### config.mk
export PLATFORM = sky130hd
export DESIGN_NAME = button_multi_click_classifier
export DESIGN_NICKNAME = d
export VERILOG_FILES = /design/src/bmc_pkg.sv /design/src/bmc_step.sv /design/src/button_multi_click_classifier.sv
export SDC_FILE = /design/constraint.sdc
export NUM_CORES = 1
export LEC_CHECK = 0
export CORE_ASPECT_RATIO = 0.8
export CORE_MARGIN = 5
export CORE_UTILIZATION = 25
export CTS_CLUSTER_SIZE = 28
export DETAILED_ROUTE_END_ITERATION = 6
export DONT_BUFFER_PORTS = 1
export GPL_TIMING_DRIVEN = 0
export PLACE_DENSITY = 0.47
export SYNTH_ARGS = -nofsm -noshare
export SYNTH_HDL_FRONTEND = slang
export SYNTH_SLANG_ARGS = --single-unit
### constraint.sdc
create_clock -name clk -period 10.4 [get_ports clk]
set_input_delay 1.04 -clock clk [delete_from_list [all_inputs] [get_ports clk]]
set_output_delay 1.04 -clock clk [all_outputs]
set_load 0.02 [all_outputs]
### src/bmc_pkg.sv
package bmc_pkg;

    localparam int unsigned STAMP_W = 32;
    localparam int unsigned CFG_W   = 16;
    localparam int unsigned IDX_W   = 2;

    typedef enum logic [1:0] {
        EV_NONE   = 2'd0,
        EV_CLICK  = 2'd1,
        EV_DOUBLE = 2'd2,
        EV_HOLD   = 2'd3
    } event_t;

    typedef enum logic [IDX_W-1:0] {
        REG_DEBOUNCE = 2'd0,
        REG_GAP      = 2'd1,
        REG_HOLD     = 2'd2
    } reg_idx_t;

    typedef struct packed {
        logic [CFG_W-1:0] debounce_ms;
        logic [CFG_W-1:0] double_click_gap_ms;
        logic [CFG_W-1:0] hold_ms;
    } cfg_t;

    typedef struct packed {
        logic               last_released;
        logic [STAMP_W-1:0] press_stamp;
        logic [STAMP_W-1:0] release_stamp;
        logic               click_pending;
        logic               double_armed;
        logic               single_allowed;
        logic               skip_release;
    } state_t;

    localparam cfg_t CFG_RESET = '{
        debounce_ms:         16'd20,
        double_click_gap_ms: 16'd250,
        hold_ms:             16'd700
    };

    localparam state_t STATE_RESET = '{
        last_released:  1'b1,
        press_stamp:    '1,
        release_stamp:  '1,
        click_pending:  1'b0,
        double_armed:   1'b0,
        single_allowed: 1'b1,
        skip_release:   1'b0
    };

endpackage

### src/bmc_step.sv
module bmc_step
(
    input  bmc_pkg::cfg_t                 cfg,
    input  bmc_pkg::state_t               state,
    input  logic                          pressed,
    input  logic [bmc_pkg::STAMP_W-1:0]   now_ms,
    output bmc_pkg::state_t               state_next,
    output bmc_pkg::event_t               event_code
);

    logic [bmc_pkg::STAMP_W-1:0] since_up;
    logic [bmc_pkg::STAMP_W-1:0] since_down;
    logic [bmc_pkg::STAMP_W-1:0] since_rel_upd;
    logic [bmc_pkg::STAMP_W-1:0] since_press_upd;
    logic [bmc_pkg::STAMP_W-1:0] debounce_ext;
    logic [bmc_pkg::STAMP_W-1:0] gap_ext;
    logic [bmc_pkg::STAMP_W-1:0] hold_ext;
    logic                        press_edge;
    logic                        release_edge;
    bmc_pkg::state_t             mid;
    bmc_pkg::event_t             edge_ev;

    assign debounce_ext = {{(bmc_pkg::STAMP_W-bmc_pkg::CFG_W){1'b0}}, cfg.debounce_ms};
    assign gap_ext      = {{(bmc_pkg::STAMP_W-bmc_pkg::CFG_W){1'b0}}, cfg.double_click_gap_ms};
    assign hold_ext     = {{(bmc_pkg::STAMP_W-bmc_pkg::CFG_W){1'b0}}, cfg.hold_ms};

    assign since_up   = now_ms - state.release_stamp;
    assign since_down = now_ms - state.press_stamp;

    assign press_edge   = pressed && state.last_released && (since_up > debounce_ext);
    assign release_edge = !pressed && !state.last_released && (since_down > debounce_ext);

    // Edge handling: press or accepted release updates stamps and click flags
    always_comb
    begin
        mid     = state;
        edge_ev = bmc_pkg::EV_NONE;
        if (press_edge)
        begin
            mid.press_stamp    = now_ms;
            mid.skip_release   = 1'b0;
            mid.single_allowed = 1'b1;
            mid.double_armed   = (since_up < gap_ext) && !state.double_armed
                                 && state.click_pending;
            mid.click_pending  = 1'b0;
        end
        else if (release_edge && !state.skip_release)
        begin
            mid.release_stamp = now_ms;
            if (!state.double_armed)
            begin
                mid.click_pending = 1'b1;
            end
            else
            begin
                edge_ev            = bmc_pkg::EV_DOUBLE;
                mid.double_armed   = 1'b0;
                mid.click_pending  = 1'b0;
                mid.single_allowed = 1'b0;
            end
        end
    end

    assign since_rel_upd   = now_ms - mid.release_stamp;
    assign since_press_upd = now_ms - mid.press_stamp;

    // Gap expiry and hold; hold wins over everything
    always_comb
    begin
        state_next = mid;
        event_code = edge_ev;
        if (!pressed && (since_rel_upd >= gap_ext) && mid.click_pending
            && !mid.double_armed && mid.single_allowed
            && (edge_ev != bmc_pkg::EV_DOUBLE))
        begin
            event_code               = bmc_pkg::EV_CLICK;
            state_next.click_pending = 1'b0;
        end
        if (pressed && (since_press_upd >= hold_ext))
        begin
            event_code               = bmc_pkg::EV_HOLD;
            state_next.skip_release  = 1'b1;
            state_next.double_armed  = 1'b0;
            state_next.click_pending = 1'b0;
        end
        state_next.last_released = !pressed;
    end

endmodule

### src/button_multi_click_classifier.sv
// Button click / double click / hold classifier.
//
// Input stream (s_*): one transfer per pin sample. s_tdata carries the raw
// pin level (1 = pressed) and a free-running 32-bit millisecond stamp.
// Output stream (m_*): exactly one transfer per input sample, carrying the
// event code: none, click, double click or hold.
// Configuration channel (cfg_*): index 0 debounce, 1 double-click gap,
// 2 hold time, 16 bits each; other indexes are dropped. Always ready.
// Write it only while no sample is in flight.
//
// Pipeline: two register stages, the input register, then the result
// register, with the classifier logic and state update between them.
// Throughput: one sample per cycle while the result register is not stalled;
// the state update is the only recurrence. When the receiver stalls, the
// result register holds and the input register, if empty, still takes one
// more sample before s_tready drops.
// Reset: clears both stages, loads default timing values (20/250/700 ms)
// and returns the classifier to released, no click pending.
module button_multi_click_classifier
(
    input  logic                          clk,
    input  logic                          rst_n,
    input  logic                          s_tvalid,
    output logic                          s_tready,
    input  logic [39:0]                   s_tdata,   // [0] pin_level, [32:1] now_ms
    output logic                          m_tvalid,
    input  logic                          m_tready,
    output logic [7:0]                    m_tdata,   // [1:0] event_code
    input  logic                          cfg_valid,
    output logic                          cfg_ready,
    input  logic [bmc_pkg::IDX_W-1:0]     cfg_index,
    input  logic [bmc_pkg::CFG_W-1:0]     cfg_data
);

    logic                        in_valid_reg;
    logic                        in_pin_reg;
    logic [bmc_pkg::STAMP_W-1:0] in_now_reg;
    logic                        out_valid_reg;
    bmc_pkg::event_t             out_code_reg;
    bmc_pkg::state_t             state_reg;
    bmc_pkg::state_t             state_next;
    bmc_pkg::cfg_t               cfg_reg;
    bmc_pkg::event_t             step_code;
    logic                        s_xfer;
    logic                        advance;
    logic                        fire;

    // The result slot can take a new value when empty or being drained
    assign advance  = !out_valid_reg || m_tready;
    assign fire     = in_valid_reg && advance;
    assign s_tready = !in_valid_reg || advance;
    assign s_xfer   = s_tvalid && s_tready;

    assign cfg_ready = 1'b1;

    bmc_step u_step
    (
        .cfg        (cfg_reg),
        .state      (state_reg),
        .pressed    (in_pin_reg),
        .now_ms     (in_now_reg),
        .state_next (state_next),
        .event_code (step_code)
    );

    // Input register stage
    always_ff @(posedge clk or negedge rst_n)
    begin
        if (!rst_n)
        begin
            in_valid_reg <= 1'b0;
        end
        else if (s_xfer)
        begin
            in_valid_reg <= 1'b1;
        end
        else if (advance)
        begin
            in_valid_reg <= 1'b0;
        end
    end

    always_ff @(posedge clk)
    begin
        if (s_xfer)
        begin
            in_pin_reg <= s_tdata[0];
            in_now_reg <= s_tdata[32:1];
        end
    end

    // Classifier state advances once per sample
    always_ff @(posedge clk or negedge rst_n)
    begin
        if (!rst_n)
        begin
            state_reg <= bmc_pkg::STATE_RESET;
        end
        else if (fire)
        begin
            state_reg <= state_next;
        end
    end

    // Result register stage
    always_ff @(posedge clk or negedge rst_n)
    begin
        if (!rst_n)
        begin
            out_valid_reg <= 1'b0;
        end
        else if (advance)
        begin
            out_valid_reg <= in_valid_reg;
        end
    end

    always_ff @(posedge clk)
    begin
        if (fire)
        begin
            out_code_reg <= step_code;
        end
    end

    assign m_tvalid = out_valid_reg;
    assign m_tdata  = {6'd0, out_code_reg};

    // Timing registers
    always_ff @(posedge clk or negedge rst_n)
    begin
        if (!rst_n)
        begin
            cfg_reg <= bmc_pkg::CFG_RESET;
        end
        else if (cfg_valid)
        begin
            unique case (cfg_index)
                bmc_pkg::REG_DEBOUNCE: cfg_reg.debounce_ms         <= cfg_data;
                bmc_pkg::REG_GAP:      cfg_reg.double_click_gap_ms <= cfg_data;
                bmc_pkg::REG_HOLD:     cfg_reg.hold_ms             <= cfg_data;
                default:               cfg_reg                     <= cfg_reg;
            endcase
        end
    end

endmodule

==> metrics.txt <==
EDFF count, synth 35; 1st-iter DRT viols 850; synth warn 0; most common library cells after synthesis ha_1 (200), nand2_1 (190), o21ai_0 (172), a21oi_1 (162), inv_1 (147); clk_skew 0.0114 ns; Site Rows 81; CP Capture Type flip-flop; Routed WL 51.2 mm; vias in the first global route 13,800; Sink Count 154; GP Congestion 0.889; Worst Hold Class primary input to async pin; CP max stage delay 0.53 ns; slowest CP cell a2111o_1; Final Hold Vio Count 0; I/O Pins 74; Pins Over Slew Limit 0; Total Power 5.31 mW; Clock Tree Buf Depth 2; Rel. slew slack 43.2%; Vias 14,100; fin crit period 10.02 ns; drt pass-1 iters 5; most numerous cell in the Yosys netlist ha_1; non-filler cells, final 2,815; average wire per standard cell 18.2 µm; Arr. time, crit path 10.23 ns; n_diodes 0; Power Density 296 nW/µm²; CTS tree yes; status finished, final reports clean; top cell type's share of synthesized area 16.1%; Max IR drop VDD 0.000141 V; final setup fails 0; Placed Area 16,700 µm²; CP Buf/Inv Count 4; die area 67,400 µm²; Distinct cells, synth 84; synthesized flop and latch total 154; Synth area leaders ha_1 (16%), dfstp_2 (13%), edfxtp_1 (6.7%), dfrtp_1 (6.3%), o21ai_0 (5.5%); crit share post-route 96.3%; Worst-path clk slew 0.07 ns; core area 61,400 µm²; initial antenna violation count 3; starting density of the core 25.4%; Worst EP required 10.61 ns; Final ANT Viol Nets 0; sequential area share after synthesis 26.5%; IO buf count 0; Clock Root Buffer clkbuf_16; Main synth FF type dfstp_2; DRC 0; max-cap violation count 0; FMAX 0.0998 GHz; Least-Margin Pin Slew 0.848 ns; Crit path max-delay family compound AO/OA/AOI/OAI gates; # fillers 6,606; Hold Buf Count CTS 0; Lkg Pwr 7.68 nW; CP startpoint kind flip-flop; final net count 2,239; share of layout cells above drive strength 1 14.4%; area leader, netlist ha_1; Die Ht 233 µm; Final Cell Area 17,900 µm²; number of vias per cell 5.02; Syn Std Cell Area 15,600 µm²; Setup CP Type flip-flop to flip-flop; asr flop ratio synth 77.3%; Avg Inst Size Synth 8.22 µm²; post-DP HPWL 41.5 mm; global-route wire length before repair 78.6 mm; Critical Path Fanout Max 5; Overflow after GRT 0; synthesized instance count 1,895; die width 289 µm; WHS 0.279 ns; placed insts 2,731; Total Routing Usage GR 14.9%; max FFs per register 69; area delta synth->final 15.1%; pin count of the biggest net entering global routing 120; worst skew pair latency 0.46 ns; CTS buffer count 17; CTS H-tree lvls 4
==> per-stage QoR <==
stage	utilization (%)	setup slack (ns)	setup TNS (ns)
finish	29.2	0.384	0
detailed placement	27.1	-1.72	-7.96
global route	29.2	-0.0615	-0.0615
global placement	27.1	-1.77	-8.23
CTS	28.3	0.00581	0
floorplan	-	1.08	0
==> what timing repair did <==
| item | 4_1_cts | 5_1_grt |
|---|---|---|
| gates resized for setup | 27 | 57 |
| setup endpoints to repair | 5 | 5 |
| buffers inserted | 14 | 39 |
| pin swaps | 4 | 37 |
==> cells by family after synthesis <==
group	after synthesis	synth area share [%]
AO/OA/AOI/OAI	605	24.6
buffers and inverters	217	5.42
XOR/XNOR	77	4.33
other	2	0.0482
flip-flops	154	26.5
multiplexers	79	5.40
adder cells (fa/ha/maj)	206	16.7
AND/OR/NAND/NOR	555	17.0
==> where the power goes <==
part | switching, mW | internal, mW
Combinational | 2.17 | 1.56
Sequential | 0.0949 | 0.864
Clock | 0.290 | 0.331
Total | 2.56 | 2.75
==> final cells by class <==
class / count / area [µm²] / area share, %
tap: 830 / 1040 / 5.79
sequential: 154 / 4130 / 23.0
clock inverter: 13 / 119 / 0.663
clock buffer: 19 / 433 / 2.41
buffer: 68 / 302 / 1.68
timing repair buffer: 55 / 429 / 2.39
inverter: 147 / 552 / 3.08
multi-input combinational: 1529 / 10900 / 60.9
==> path summary, 6_finish.rpt <==
kind | start | to | slack, ns | depth (start not counted)
worst max-delay path | in_now_reg[0] | out_code_reg[0] | 0.38 | 48
worst min-delay path | rst_n | cfg_reg[0] | 0.28 | 0
worst max register to register | in_now_reg[0] | out_code_reg[0] | 0.38 | 48
worst min register to register | in_valid_reg | m_tvalid | 0.49 | 1
max in group asynchronous | rst_n | state_reg[62] | 9.80 | 0
min in group clk | in_valid_reg | m_tvalid | 0.49 | 1
==> per-layer routing <==
metal | GRT usage, % | share of wire (%) | vias to the layer above
met5 | 0 | 0.025 | -
li1 | - | - | 7020
met1 | 21.2 | 50 | 6751
met2 | 23.3 | 43 | 286
met3 | 1.72 | 3.5 | 66
met4 | 5.26 | 2.8 | 2
==> placed cells by master, fill, tap and decap left out, types with 7 or more instances in the layout <==
cell type    n
a211oi_1    12
a21o_1      64
a21oi_1    153
a21oi_2      7
a31oi_1     18
and2_1       7
and3_1      18
buf_4       59
clkbuf_1    56
clkbuf_16   17
conb_1       7
dfrtp_1     39
dfstp_2     80
edfxtp_1    35
ha_1       197
inv_1      146
mux2_2      40
mux2i_1     38
nand2_1    189
nand2b_1    30
nand3_1     21
nand3b_1    11
nand4_1     30
nor2_1     140
nor2b_1     26
nor3_1      30
nor4_1       9
o211ai_1    21
o21a_1      34
o21ai_0    164
o21ai_1      9
o21bai_1    17
or3_1        9
xnor2_1     49
xor2_1      28
Note: power is estimated with default switching activity, not from simulation.
